==> config.mk <==
export PLATFORM = sky130hd
export DESIGN_NAME = full_linear_convolution_core_flat
export DESIGN_NICKNAME = d
export VERILOG_FILES = /design/src/sv/fconv_pkg.sv /design/src/sv/fconv_in_if.sv /design/src/sv/fconv_out_if.sv /design/src/sv/full_linear_convolution_core.sv /design/src/sv/fconv_dp.sv /design/src/sv/fconv_ctrl.sv /design/src/flat_wrapper.sv
export SDC_FILE = /design/constraint.sdc
export NUM_CORES = 2
export LEC_CHECK = 0
export BUFFER_PORTS_ARGS = -buffer_cell sky130_fd_sc_hd__buf_4
export CAP_MARGIN = 10
export CORE_MARGIN = 1.5
export CORE_UTILIZATION = 52
export CTS_BUF_LIST = sky130_fd_sc_hd__clkbuf_8
export DETAILED_ROUTE_END_ITERATION = 6
export PLACE_DENSITY_LB_ADDON = 0.2
export RECOVER_POWER = 100
export SLEW_MARGIN = 20
export SYNTH_ARGS = -nofsm -noshare
export SYNTH_HDL_FRONTEND = slang
export SYNTH_SLANG_ARGS = --single-unit
==> constraint.sdc <==
create_clock -name clk -period 6.64 [get_ports clk]
set_input_delay 0.996 -clock clk [delete_from_list [all_inputs] [get_ports clk]]
set_output_delay 0.996 -clock clk [all_outputs]
set_load 0.1 [all_outputs]
==> src/sv/fconv_pkg.sv <==
// fconv_pkg: shared widths, command codes and controller/datapath bundles
// for the full linear convolution core. No dependencies.
package fconv_pkg;

  localparam int CMD_W   = 2;
  localparam int TIDX_W  = 4;
  localparam int VALUE_W = 16;
  localparam int PROD_W  = 32;
  localparam int RES_W   = 40;
  localparam int TCNT_W  = 5;

  localparam logic [TCNT_W-1:0] TCNT_RESET = 5'd16;

  localparam logic [CMD_W-1:0] CMD_LOAD  = 2'd0;
  localparam logic [CMD_W-1:0] CMD_PUSH  = 2'd1;
  localparam logic [CMD_W-1:0] CMD_FLUSH = 2'd2;

  // controller to datapath
  typedef struct packed {
    logic kern_wr;
    logic smp_cap;
    logic hist_wr;
    logic hist_zero;
    logic mac_en;
    logic mac_first;
    logic fill_clr;
    logic out_load;
    logic out_last;
  } fconv_cmd_t;

  // datapath to controller
  typedef struct packed {
    logic busy;
    logic out_free;
  } fconv_sts_t;

endpackage

==> src/sv/fconv_in_if.sv <==
// fconv_in_if: request channel of the convolution core (valid/ready plus fields)
// depends on fconv_pkg
interface fconv_in_if;
  import fconv_pkg::*;

  logic                      valid;
  logic                      ready;
  logic [CMD_W-1:0]          command;
  logic [TIDX_W-1:0]         tap_index;
  logic signed [VALUE_W-1:0] value;

  modport source (output valid, output command, output tap_index, output value,
                  input ready);
  modport sink   (input valid, input command, input tap_index, input value,
                  output ready);
endinterface

==> src/sv/fconv_out_if.sv <==
// fconv_out_if: result channel of the convolution core (valid/ready plus fields)
// depends on fconv_pkg
interface fconv_out_if;
  import fconv_pkg::*;

  logic                    valid;
  logic                    ready;
  logic signed [RES_W-1:0] result;
  logic                    last;

  modport source (output valid, output result, output last, input ready);
  modport sink   (input valid, input result, input last, output ready);
endinterface

==> src/sv/full_linear_convolution_core.sv <==
// full_linear_convolution_core: streaming FIR giving the full linear convolution.
// Push: capture, delay line write, tap walk, drain and result load once the output is free;
// no new request until idle again. Flush: n-1 tail results (n = taps in use), each with the
// shared multiply-accumulate walking the taps one per cycle. Load and no-op requests stay idle.
// Synchronous active-low reset clears the fill count and kernel valid bits, tap_count = 16.
// Depends on fconv_pkg, fconv_in_if, fconv_out_if, fconv_ctrl, fconv_dp.
module full_linear_convolution_core #(
  parameter int TAPS = 16
) (
  input  logic                          clk,
  input  logic                          rst_n,
  fconv_in_if.sink                      in_req,
  fconv_out_if.source                   out_res,
  input  logic                          cfg_wr_en,
  input  logic [fconv_pkg::TCNT_W-1:0]  cfg_wr_data
);
  import fconv_pkg::*;

  localparam int AW = $clog2(TAPS);
  localparam int NW = $clog2(TAPS + 1);

  logic [TCNT_W-1:0] tap_count_r;
  logic [NW-1:0]     n_taps;
  fconv_cmd_t        cmd;
  fconv_sts_t        sts;
  logic [AW-1:0]     tap;
  logic              ctrl_ready;

  always_ff @(posedge clk) begin
    if (!rst_n) begin
      tap_count_r <= TCNT_RESET;
    end else if (cfg_wr_en) begin
      tap_count_r <= cfg_wr_data;
    end
  end

  // zero acts as one tap, anything above the built depth as the full depth
  always_comb begin
    priority if (tap_count_r == '0) begin
      n_taps = NW'(1);
    end else if (int'(tap_count_r) > TAPS) begin
      n_taps = NW'(TAPS);
    end else begin
      n_taps = NW'(tap_count_r);
    end
  end

  assign in_req.ready = ctrl_ready;

  fconv_ctrl #(
    .TAPS (TAPS)
  ) u_ctrl (
    .clk        (clk),
    .rst_n      (rst_n),
    .in_valid   (in_req.valid),
    .in_ready   (ctrl_ready),
    .in_command (in_req.command),
    .n_taps     (n_taps),
    .sts        (sts),
    .cmd        (cmd),
    .tap        (tap)
  );

  fconv_dp #(
    .TAPS (TAPS)
  ) u_dp (
    .clk          (clk),
    .rst_n        (rst_n),
    .cmd          (cmd),
    .tap          (tap),
    .in_tap_index (in_req.tap_index),
    .in_value     (in_req.value),
    .sts          (sts),
    .out_valid    (out_res.valid),
    .out_ready    (out_res.ready),
    .out_result   (out_res.result),
    .out_last     (out_res.last)
  );

endmodule

==> src/sv/fconv_dp.sv <==
// fconv_dp: datapath - circular delay line memory, kernel memory with valid
// bits, pipelined multiply-accumulate and the result register. Uses fconv_pkg.
module fconv_dp #(
  parameter int TAPS = 16
) (
  input  logic                                clk,
  input  logic                                rst_n,
  input  fconv_pkg::fconv_cmd_t               cmd,
  input  logic [$clog2(TAPS)-1:0]             tap,
  input  logic [fconv_pkg::TIDX_W-1:0]        in_tap_index,
  input  logic signed [fconv_pkg::VALUE_W-1:0] in_value,
  output fconv_pkg::fconv_sts_t               sts,
  output logic                                out_valid,
  input  logic                                out_ready,
  output logic signed [fconv_pkg::RES_W-1:0]  out_result,
  output logic                                out_last
);
  import fconv_pkg::*;

  localparam int AW = $clog2(TAPS);
  localparam int NW = $clog2(TAPS + 1);

  logic [VALUE_W-1:0] hist_mem [TAPS];
  logic [VALUE_W-1:0] kern_mem [TAPS];
  logic [TAPS-1:0]    kvalid_r;

  logic [AW-1:0] wp_r, wp_nxt;
  logic [NW-1:0] fill_r;
  logic [AW-1:0] rd_addr;
  logic [AW:0]   rd_wrap;
  logic          kern_hit;

  logic signed [VALUE_W-1:0] smp_r;
  logic signed [VALUE_W-1:0] hist_wdata;

  logic signed [VALUE_W-1:0] hist_rd_r, kern_rd_r;
  logic                      v1_r, first1_r, hv1_r, kv1_r;
  logic signed [PROD_W-1:0]  prod_r;
  logic                      v2_r, first2_r;
  logic signed [RES_W-1:0]   acc_r;
  logic signed [RES_W-1:0]   prod_ext;

  logic                      out_valid_r;
  logic signed [RES_W-1:0]   result_r;
  logic                      last_r;

  assign wp_nxt     = (wp_r == AW'(TAPS - 1)) ? '0 : wp_r + AW'(1);
  assign hist_wdata = cmd.hist_zero ? '0 : smp_r;
  assign kern_hit   = int'(in_tap_index) < TAPS;

  // newest sample sits at wp_r, tap k lies k entries behind it
  assign rd_wrap = {1'b0, wp_r} + (AW + 1)'(TAPS) - {1'b0, tap};
  assign rd_addr = (wp_r >= tap) ? wp_r - tap : rd_wrap[AW-1:0];

  always_ff @(posedge clk) begin
    if (cmd.smp_cap) begin
      smp_r <= in_value;
    end
  end

  always_ff @(posedge clk) begin
    if (cmd.hist_wr) begin
      hist_mem[wp_nxt] <= hist_wdata;
    end
  end

  always_ff @(posedge clk) begin
    if (cmd.kern_wr && kern_hit) begin
      kern_mem[AW'(in_tap_index)] <= in_value;
    end
  end

  always_ff @(posedge clk) begin
    hist_rd_r <= hist_mem[rd_addr];
    kern_rd_r <= kern_mem[tap];
    first1_r  <= cmd.mac_first;
    hv1_r     <= NW'(tap) < fill_r;
    kv1_r     <= kvalid_r[tap];
  end

  always_ff @(posedge clk) begin
    if (!rst_n) begin
      wp_r     <= '0;
      fill_r   <= '0;
      kvalid_r <= '0;
      v1_r     <= 1'b0;
      v2_r     <= 1'b0;
    end else begin
      v1_r <= cmd.mac_en;
      v2_r <= v1_r;
      if (cmd.hist_wr) begin
        wp_r <= wp_nxt;
      end
      priority if (cmd.fill_clr) begin
        fill_r <= '0;
      end else if (cmd.hist_wr && fill_r != NW'(TAPS)) begin
        fill_r <= fill_r + NW'(1);
      end
      if (cmd.kern_wr && kern_hit) begin
        kvalid_r[AW'(in_tap_index)] <= 1'b1;
      end
    end
  end

  // unwritten or out-of-window entries contribute zero
  always_ff @(posedge clk) begin
    prod_r   <= (hv1_r && kv1_r) ? PROD_W'(hist_rd_r * kern_rd_r) : '0;
    first2_r <= first1_r;
  end

  assign prod_ext = {{(RES_W - PROD_W){prod_r[PROD_W-1]}}, prod_r};

  always_ff @(posedge clk) begin
    if (v2_r) begin
      acc_r <= first2_r ? prod_ext : acc_r + prod_ext;
    end
  end

  always_ff @(posedge clk) begin
    if (!rst_n) begin
      out_valid_r <= 1'b0;
    end else if (cmd.out_load) begin
      out_valid_r <= 1'b1;
    end else if (out_ready) begin
      out_valid_r <= 1'b0;
    end
  end

  always_ff @(posedge clk) begin
    if (cmd.out_load) begin
      result_r <= acc_r;
      last_r   <= cmd.out_last;
    end
  end

  assign sts.busy     = v1_r || v2_r;
  assign sts.out_free = !out_valid_r || out_ready;

  assign out_valid  = out_valid_r;
  assign out_result = result_r;
  assign out_last   = last_r;

  a_load_after_drain: assert property (@(posedge clk) disable iff (!rst_n)
    cmd.out_load |-> !v1_r && !v2_r)
    else $error("result loaded while accumulation still in flight");

  a_fill_bound: assert property (@(posedge clk) disable iff (!rst_n)
    int'(fill_r) <= TAPS)
    else $error("delay line fill count beyond depth");

  a_valid_from_load: assert property (@(posedge clk) disable iff (!rst_n)
    $rose(out_valid_r) |-> $past(cmd.out_load))
    else $error("result register became valid without a load");

endmodule

==> src/sv/fconv_ctrl.sv <==
// fconv_ctrl: controller state machine - decodes requests, walks the taps
// through the shared multiply-accumulate and sequences flush tails. Uses fconv_pkg.
module fconv_ctrl #(
  parameter int TAPS = 16
) (
  input  logic                           clk,
  input  logic                           rst_n,
  input  logic                           in_valid,
  output logic                           in_ready,
  input  logic [fconv_pkg::CMD_W-1:0]    in_command,
  input  logic [$clog2(TAPS+1)-1:0]      n_taps,
  input  fconv_pkg::fconv_sts_t          sts,
  output fconv_pkg::fconv_cmd_t          cmd,
  output logic [$clog2(TAPS)-1:0]        tap
);
  import fconv_pkg::*;

  localparam int AW = $clog2(TAPS);
  localparam int NW = $clog2(TAPS + 1);

  typedef enum logic [2:0] {
    ST_IDLE,
    ST_WRITE,
    ST_ISSUE,
    ST_DRAIN,
    ST_EMIT
  } state_t;

  state_t        state_r, state_nxt;
  logic [NW-1:0] k_r, k_nxt;
  logic [NW-1:0] remain_r, remain_nxt;
  logic          tail_r, tail_nxt;
  logic          accept;
  logic          k_end;

  assign accept   = in_valid && (state_r == ST_IDLE);
  assign in_ready = (state_r == ST_IDLE);
  assign tap      = k_r[AW-1:0];
  assign k_end    = (k_r == n_taps - NW'(1));

  always_comb begin
    state_nxt  = state_r;
    k_nxt      = k_r;
    remain_nxt = remain_r;
    tail_nxt   = tail_r;
    cmd        = '0;
    unique case (state_r)
      ST_IDLE: begin
        if (accept) begin
          unique case (in_command)
            CMD_LOAD: begin
              cmd.kern_wr = 1'b1;
            end
            CMD_PUSH: begin
              cmd.smp_cap = 1'b1;
              tail_nxt    = 1'b0;
              state_nxt   = ST_WRITE;
            end
            CMD_FLUSH: begin
              // a single tap has no tail, only the delay line clears
              if (n_taps == NW'(1)) begin
                cmd.fill_clr = 1'b1;
              end else begin
                remain_nxt = n_taps - NW'(1);
                tail_nxt   = 1'b1;
                state_nxt  = ST_WRITE;
              end
            end
            default: begin
            end
          endcase
        end
      end
      ST_WRITE: begin
        cmd.hist_wr   = 1'b1;
        cmd.hist_zero = tail_r;
        k_nxt         = '0;
        state_nxt     = ST_ISSUE;
      end
      ST_ISSUE: begin
        cmd.mac_en    = 1'b1;
        cmd.mac_first = (k_r == '0);
        if (k_end) begin
          state_nxt = ST_DRAIN;
        end else begin
          k_nxt = k_r + NW'(1);
        end
      end
      ST_DRAIN: begin
        if (!sts.busy) begin
          state_nxt = ST_EMIT;
        end
      end
      ST_EMIT: begin
        if (sts.out_free) begin
          cmd.out_load = 1'b1;
          cmd.out_last = tail_r && (remain_r == NW'(1));
          priority if (tail_r && remain_r != NW'(1)) begin
            remain_nxt = remain_r - NW'(1);
            state_nxt  = ST_WRITE;
          end else if (tail_r) begin
            cmd.fill_clr = 1'b1;
            state_nxt    = ST_IDLE;
          end else begin
            state_nxt = ST_IDLE;
          end
        end
      end
      default: begin
        state_nxt = ST_IDLE;
      end
    endcase
  end

  always_ff @(posedge clk) begin
    if (!rst_n) begin
      state_r  <= ST_IDLE;
      k_r      <= '0;
      remain_r <= '0;
      tail_r   <= 1'b0;
    end else begin
      state_r  <= state_nxt;
      k_r      <= k_nxt;
      remain_r <= remain_nxt;
      tail_r   <= tail_nxt;
    end
  end

  a_load_needs_slot: assert property (@(posedge clk) disable iff (!rst_n)
    cmd.out_load |-> sts.out_free)
    else $error("result loaded into an occupied output register");

  a_clear_when_quiet: assert property (@(posedge clk) disable iff (!rst_n)
    cmd.fill_clr |-> !sts.busy && !cmd.hist_wr)
    else $error("delay line cleared during accumulation");

  a_tap_in_range: assert property (@(posedge clk) disable iff (!rst_n)
    cmd.mac_en |-> k_r < n_taps)
    else $error("tap walk beyond taps in use");

  a_tail_counts_down: assert property (@(posedge clk) disable iff (!rst_n)
    (state_r == ST_EMIT) && cmd.out_load && tail_r && !cmd.out_last
      |=> (state_r == ST_WRITE) && (remain_r == $past(remain_r) - NW'(1)))
    else $error("flush tail count did not step");

endmodule
==> src/flat_wrapper.sv <==
// flat-port wrapper written by rule: the top's interface ports become plain ports
module full_linear_convolution_core_flat import fconv_pkg::*;
#(
  parameter int TAPS = 16
)
  (clk, rst_n, cfg_wr_en, cfg_wr_data, in_req_valid, in_req_command, in_req_tap_index, in_req_value, in_req_ready, out_res_valid, out_res_result, out_res_last, out_res_ready);
  fconv_in_if in_req_i ();
  fconv_out_if out_res_i ();
  input  logic clk;
  input  logic rst_n;
  input  logic cfg_wr_en;
  input  logic [fconv_pkg::TCNT_W-1:0] cfg_wr_data;
  input wire logic [$bits(in_req_i.valid)-1:0] in_req_valid;
  input wire logic [$bits(in_req_i.command)-1:0] in_req_command;
  input wire logic [$bits(in_req_i.tap_index)-1:0] in_req_tap_index;
  input wire logic [$bits(in_req_i.value)-1:0] in_req_value;
  output wire logic [$bits(in_req_i.ready)-1:0] in_req_ready;
  output wire logic [$bits(out_res_i.valid)-1:0] out_res_valid;
  output wire logic [$bits(out_res_i.result)-1:0] out_res_result;
  output wire logic [$bits(out_res_i.last)-1:0] out_res_last;
  input wire logic [$bits(out_res_i.ready)-1:0] out_res_ready;
  assign in_req_i.valid = in_req_valid;
  assign in_req_i.command = in_req_command;
  assign in_req_i.tap_index = in_req_tap_index;
  assign in_req_i.value = in_req_value;
  assign in_req_ready = in_req_i.ready;
  assign out_res_valid = out_res_i.valid;
  assign out_res_result = out_res_i.result;
  assign out_res_last = out_res_i.last;
  assign out_res_i.ready = out_res_ready;
  full_linear_convolution_core #(.TAPS(TAPS)) u_core (.clk(clk), .rst_n(rst_n), .in_req(in_req_i), .out_res(out_res_i), .cfg_wr_en(cfg_wr_en), .cfg_wr_data(cfg_wr_data));
endmodule
Word level (Yosys, flattened, before mapping)
Memories as Yosys holds them, arrays and structs flattened. A register that Yosys moved wholly into a read port is not among the register bits.
Cells that the tools add are included.
{"block": "totals", "regBits": 180, "wordCells": 134, "mem_bits_rw": 512, "out_inout_bits": 43, "input_bits": 32, "n_memories": 2}
{"block": "classes", "reduce_logical": 23, "mul": 1, "n_bitwise": 2, "add_sub_neg": 9, "magnitude_cmp": 6, "muxes": 48, "eq_ne": 23}
{"name": "u_core.u_dp.hist_mem", "depth": 16, "word_bits": 16, "rd": 1, "rd_clocked_by_memory_dff": 1, "wr": 1, "line": "fconv_dp.sv:23", "text": "logic [VALUE_W-1:0] hist_mem [TAPS];"}
{"name": "u_core.u_dp.kern_mem", "depth": 16, "word_bits": 16, "rd": 1, "rd_clocked_by_memory_dff": 1, "wr": 1, "line": "fconv_dp.sv:24", "text": "logic [VALUE_W-1:0] kern_mem [TAPS];"}
{"cell": "$add A40 B32 Y40", "n": 1}
{"cell": "$mux W40", "n": 1}
{"cell": "$mux W5", "n": 8}
{"cell": "$mul A16 B16 Y32", "n": 1}
{"cell": "$pmux W5 S2", "n": 2}
{"cell": "$mux W3", "n": 6}
{"cell": "$mux W1", "n": 17}
{"cell": "$mux W16", "n": 1}
{"cell": "$or A16 B16 Y16", "n": 1}
{"cell": "$pmux W3 S5", "n": 1}
{"cell": "$ne A2 B2 Y1 const B", "n": 6}
{"cell": "$reduce_and A6 Y1", "n": 2}
{"cell": "$add A5 B1 Y5 const B", "n": 2}
{"cell": "$eq A5 B1 Y1 const B", "n": 2}
{"cell": "$logic_not A5 Y1", "n": 2}
{"cell": "$lt A4 B5 Y1 const B", "n": 2}
{"cell": "$mux W2", "n": 5}
{"cell": "$sub A5 B1 Y5 const B", "n": 2}
{"cell": "$add A4 B1 Y4 const B", "n": 2}
{"cell": "$mux W4", "n": 2}
{"cell": "$reduce_bool A2 Y1", "n": 4}
{"cell": "$sub A4 B4 Y4", "n": 2}
{"cell": "$eq A3 B2 Y1 const B", "n": 2}
{"cell": "$logic_and A1 B1 Y1", "n": 6}
{"cell": "other kinds (27)", "n": 32}

Longest topological paths before layout
{"block": "logic_depth", "ltp_word": 9, "mapped_depth": 23, "mapped_depth_nobuf": 22}

Cells and area by module
A second synthesis with hierarchy kept.
{"block": "hier_totals", "hier_cells": 2773, "hier_area_um2": 38968.6}
{"mod": "fconv_dp", "area_per_inst_um2": 37597.3, "seq_area_each_um2": 20209.4, "cells_each": 2609, "instances": 1}
{"mod": "fconv_ctrl", "area_per_inst_um2": 1149.9, "seq_area_each_um2": 280.3, "cells_each": 141, "instances": 1}
{"mod": "full_linear_convolution_core", "area_per_inst_um2": 221.5, "seq_area_each_um2": 100.1, "cells_each": 23, "instances": 1}

Worst setup path after synthesis
No wires, ideal clock.
{"block": "synth_timing", "kind": "reg-to-reg", "startpoint": "register u_core.u_dp.hist_rd_r[15] (read register of u_core.u_dp.hist_mem)", "endpoint": "register u_core.u_dp.prod_r[28]", "path_stages_with_launch": 20, "setup_ns": 0.072, "period_less_slack_ns": 5.909, "slack_ns": 0.731, "arrival_ns": 5.837, "path_buffers": 1, "required_time_ns": 6.568, "path_cell_list": "dfxtp_1 > clkbuf_1 > nand2_1 > inv_1 > fa_1 > fa_1 > fa_1 > fa_1 > fa_1 > inv_1 > fa_1 > inv_1 > ha_1 > a21o_1 > a21o_1 > a21o_1 > a21o_1 > a31o_2 > a21oi_1 > mux2i_1"}
{"block": "synth_between", "elab_chain_cells": 1}
{"item": "start: declaration", "line": "fconv_dp.sv:36", "text": "logic signed [VALUE_W-1:0] hist_rd_r, kern_rd_r;"}
{"item": "$mul A16 B16 Y32", "line": "fconv_dp.sv:107", "text": "prod_r <= (hv1_r && kv1_r) ? PROD_W'(hist_rd_r * kern_rd_r) : '0;"}
{"item": "end signal: assignment", "line": "fconv_dp.sv:107"}
{"item": "end: declaration", "line": "fconv_dp.sv:38", "text": "logic signed [PROD_W-1:0] prod_r;"}
Every way passes these cells.
A chain may end at the register's enable or synchronous reset.

Final worst setup path
{"block": "layout_timing", "startpoint": "register u_core.u_dp.kern_rd_r[3] (read register of u_core.u_dp.kern_mem)", "endpoint": "register u_core.u_dp.prod_r[30]"}
{"block": "layout_between", "elab_chain_cells": 1}
{"item": "start: declaration", "line": "fconv_dp.sv:36"}
{"item": "$mul A16 B16 Y32", "line": "fconv_dp.sv:107"}
Every way passes these cells.

==> metrics.md <==
| Metric | Value |
|---|---|
| Status | finished with violations |
| Failing checks | max-capacitance violations, max-slew violations |
| Port bufs | 74 |
| Most frequent cells in the layout | 609 x edfxtp_1, 355 x inv_1, 263 x fa_1 |
| Cell area after synthesis | 38700 sq um |
| R2r setup slk | 360 ps |
| Hold EP | u_core.u_dp.first2_r |
| RSZ-0062 raised after global routing | no |
| DR vias/cell | 5.65 |
| Crit-path max FO | 16 |
| Max-cap violations | 14 |
| TritonCTS clock tree | yes |
| Cts hold-fix bufs | 0 |
| Skew-Pair Late Insertion Delay | approximately 760 ps |
| HPWL Detailed | about 57000 um |
| Clock skew | 75.1 ps |
| Die footprint | approximately 76000 sq um |
| Final global-route overflow total | 0 |
| Fin crit share | 94.6% |
| GRT Total Usage | roughly a quarter |
| Final count of hold timing violations | 0 |
| Synth Warn # | 0 |
| Vias | 22300 |
| Crit path time final | between 6000 and 7000 ps |
| Clock Path Buffers | 3 |
| Dpl cell area | approximately 41000 sq um |
| Fin Setup TNS | 0 ps |
| CP startpoint | u_core.u_dp.kern_rd_r[3] |
| Register bit total from synthesis | between 700 and 800 |
| CTS Buf Count | around 110 |
| P&R area growth vs syn | 9.57% |
| Largest net degree at the start of global routing | between 70 and 80 |
| # IOs | between 70 and 80 |
| Hold_sp | u_core.u_dp.first1_r |
| First-pass GRT wire length | 134000 um |
| EDFF count, synth | 609 |
| Worst-Margin Slew | 4670 ps |
| Drt drc | 0 |
| Commonest non-fill, non-tap cell in the layout | edfxtp_1 |
| Setup violators final | 0 |
| Ys flop type | edfxtp_1 |
| Worst-path clk slew | 60 ps |
| Die Y | 276 um |
| Max-slew headroom | -211% |
| WHS Path Cells | 0 |
| Post-route ant nets | 0 |
| Mapped Nets | 3172 |
| Post-synthesis sequential area ratio | a little over half |
| CP Capture Type | register |
| Max Clock Freq | 159 MHz |
| Routability cong. | 0.868 |
| CP Launch Type | register |
| Final Max Tran Viols | 487 |
| Antenna violations before repair | 6 |
| Final net count | 3328 |
| H-tree Lvls | 3 |
| Worst hold path class | reg -> reg |
| Root Driver | clkbuf_8 |
| DRT iter0 DRCs | 1767 |
| Worst R2R Start | u_core.u_dp.kern_rd_r[3] |
| WP data arrival | 6930 ps |
| WL final | 85300 um |
| Row cnt | 99 |
| Number of global-route vias before repair | around 24000 |
| Final Hold Slack | 326 ps |
| DR pass1 iterations | 5 |
| Final Instance Area | 42500 sq um |
| Sink Count | 724 |
| Layout cells sized above 1 | roughly 13% |
| DR WL/cell | about 22 um |
| Avg Cell Area, Syn | 14.2 sq um |
| Reg2Reg Depth | 20 |
| Synth cell types | 75 |
| Die Width | 276 um |
| Data required time of the worst path | between 7000 and 8000 ps |
| Core area | 73300 sq um |
| WS Path Type | reg -> reg |
| Critical R2R Capture | u_core.u_dp.prod_r[30] |
| Initial Utilization | 52.8% |
| Async SR Flop Fraction | 0% |
| Syn Inst Count | 2736 |
[layout make-up]
cell class	count	area, sq um
fill	5884	30900
sequential	724	20600
timing repair buffer	142	688
clock inverter	88	492
inverter	320	1200
clock buffer	123	1690
tap	959	1200
multi-input combinational	1590	16600
antenna	1	2.50
[sequential cells by signal, summed over array words and instances, names as in the netlist, 16 cells and up]
signal	cells
u_core.u_dp.hist_mem	256
u_core.u_dp.kern_mem	256
u_core.u_dp.acc_r	40
u_core.u_dp.out_result	40
u_core.u_dp.prod_r	32
u_core.u_dp.hist_rd_r	16
u_core.u_dp.kern_rd_r	16
u_core.u_dp.kvalid_r	16
u_core.u_dp.smp_r	16
[metal layers]
| metal | vias up | GRT usage, % | wire (um) |
|---|---|---|---|
| met4 | 4 | 8.95 | 2990 |
| met3 | 165 | 3.42 | 4620 |
| met1 | 11400 | 29.4 | 34100 |
| met2 | 628 | 40.7 | 43500 |
| met5 | - | 0 | 22 |
| li1 | 10000 | - | - |
[how the worst max path moves through the flow]
stage / to / slack [ps]
floorplan: u_core.u_dp.prod_r[28] / 730
global route: u_core.u_dp.prod_r[29] / 3
CTS: u_core.u_dp.prod_r[30] / 200
global placement: u_core.u_dp.prod_r[29] / 330
detailed placement: u_core.u_dp.prod_r[28] / 190
finish: u_core.u_dp.prod_r[30] / 360
[critical path, stage by stage, from the launching register on]
cell and delay [ps]:
dfxtp_1 740, nand2_1 150, fa_1 490, fa_1 520
fa_1 510, inv_1 50, fa_1 480, fa_1 490
inv_1 50, fa_1 500, inv_1 50, ha_1 380
nand4_1 150, nor3b_1 230, o31ai_1 140, a21oi_1 280
o221ai_2 180, o21ai_2 320, a31o_2 200, a21oi_1 90
o31ai_1 230
[cells in the mapped netlist (all sizes together), types with 21 or more instances]
library cell / count / area (sq um)
a211oi: 28 / 220
a21o: 31 / 233
a21oi: 81 / 409
and2: 132 / 826
buf: 22 / 103
clkbuf: 80 / 300
dfxtp: 115 / 2300
edfxtp: 609 / 18300
fa: 264 / 5290
ha: 140 / 1750
inv: 320 / 1200
mux2i: 24 / 240
mux4: 149 / 3360
nand2: 206 / 773
nand3: 21 / 105
nor2: 98 / 368
nor2b: 47 / 294
nor3: 25 / 130
o21a: 28 / 210
o21ai: 73 / 373
xnor2: 48 / 420
xor2: 32 / 280
[per-stage QoR]
| stage | worst slack (ps) | utilization, % | std cells |
|---|---|---|---|
| after floorplan | 731 | - | 2736 |
| after global placement | 333 | 55.5 | 3735 |
| after detailed placement | 190 | 55.5 | 3735 |
| after CTS | 197 | 58.5 | 3946 |
| after global routing | 2.65 | 57.9 | 3947 |
| final | 361 | 57.9 | 3947 |
[timing repair]
action	4_1_cts	5_1_grt
gates resized for setup	0	10
setup endpoints to repair	0	6
buffers inserted	0	0
hold endpoints to repair	0	0
[cells by family (layout without fill, tap and decap cells)]
logic type	count (synthesis)	count (layout)	share of synthesized area (%)
xor gates and xnor gates	80	80	1.81
other	0	1	0
AOI/OAI and AO/OA	322	322	5.52
and+or+nand+nor	608	608	7.87
DFF	724	724	53.1
muxes	176	176	9.37
adders and majority gates	404	404	18.2
buffers and inverters	422	673	4.14
Power is left out: the tool's default activity adds up to more than one toggle a clock period on the data nets, which glitch-free logic cannot reach.
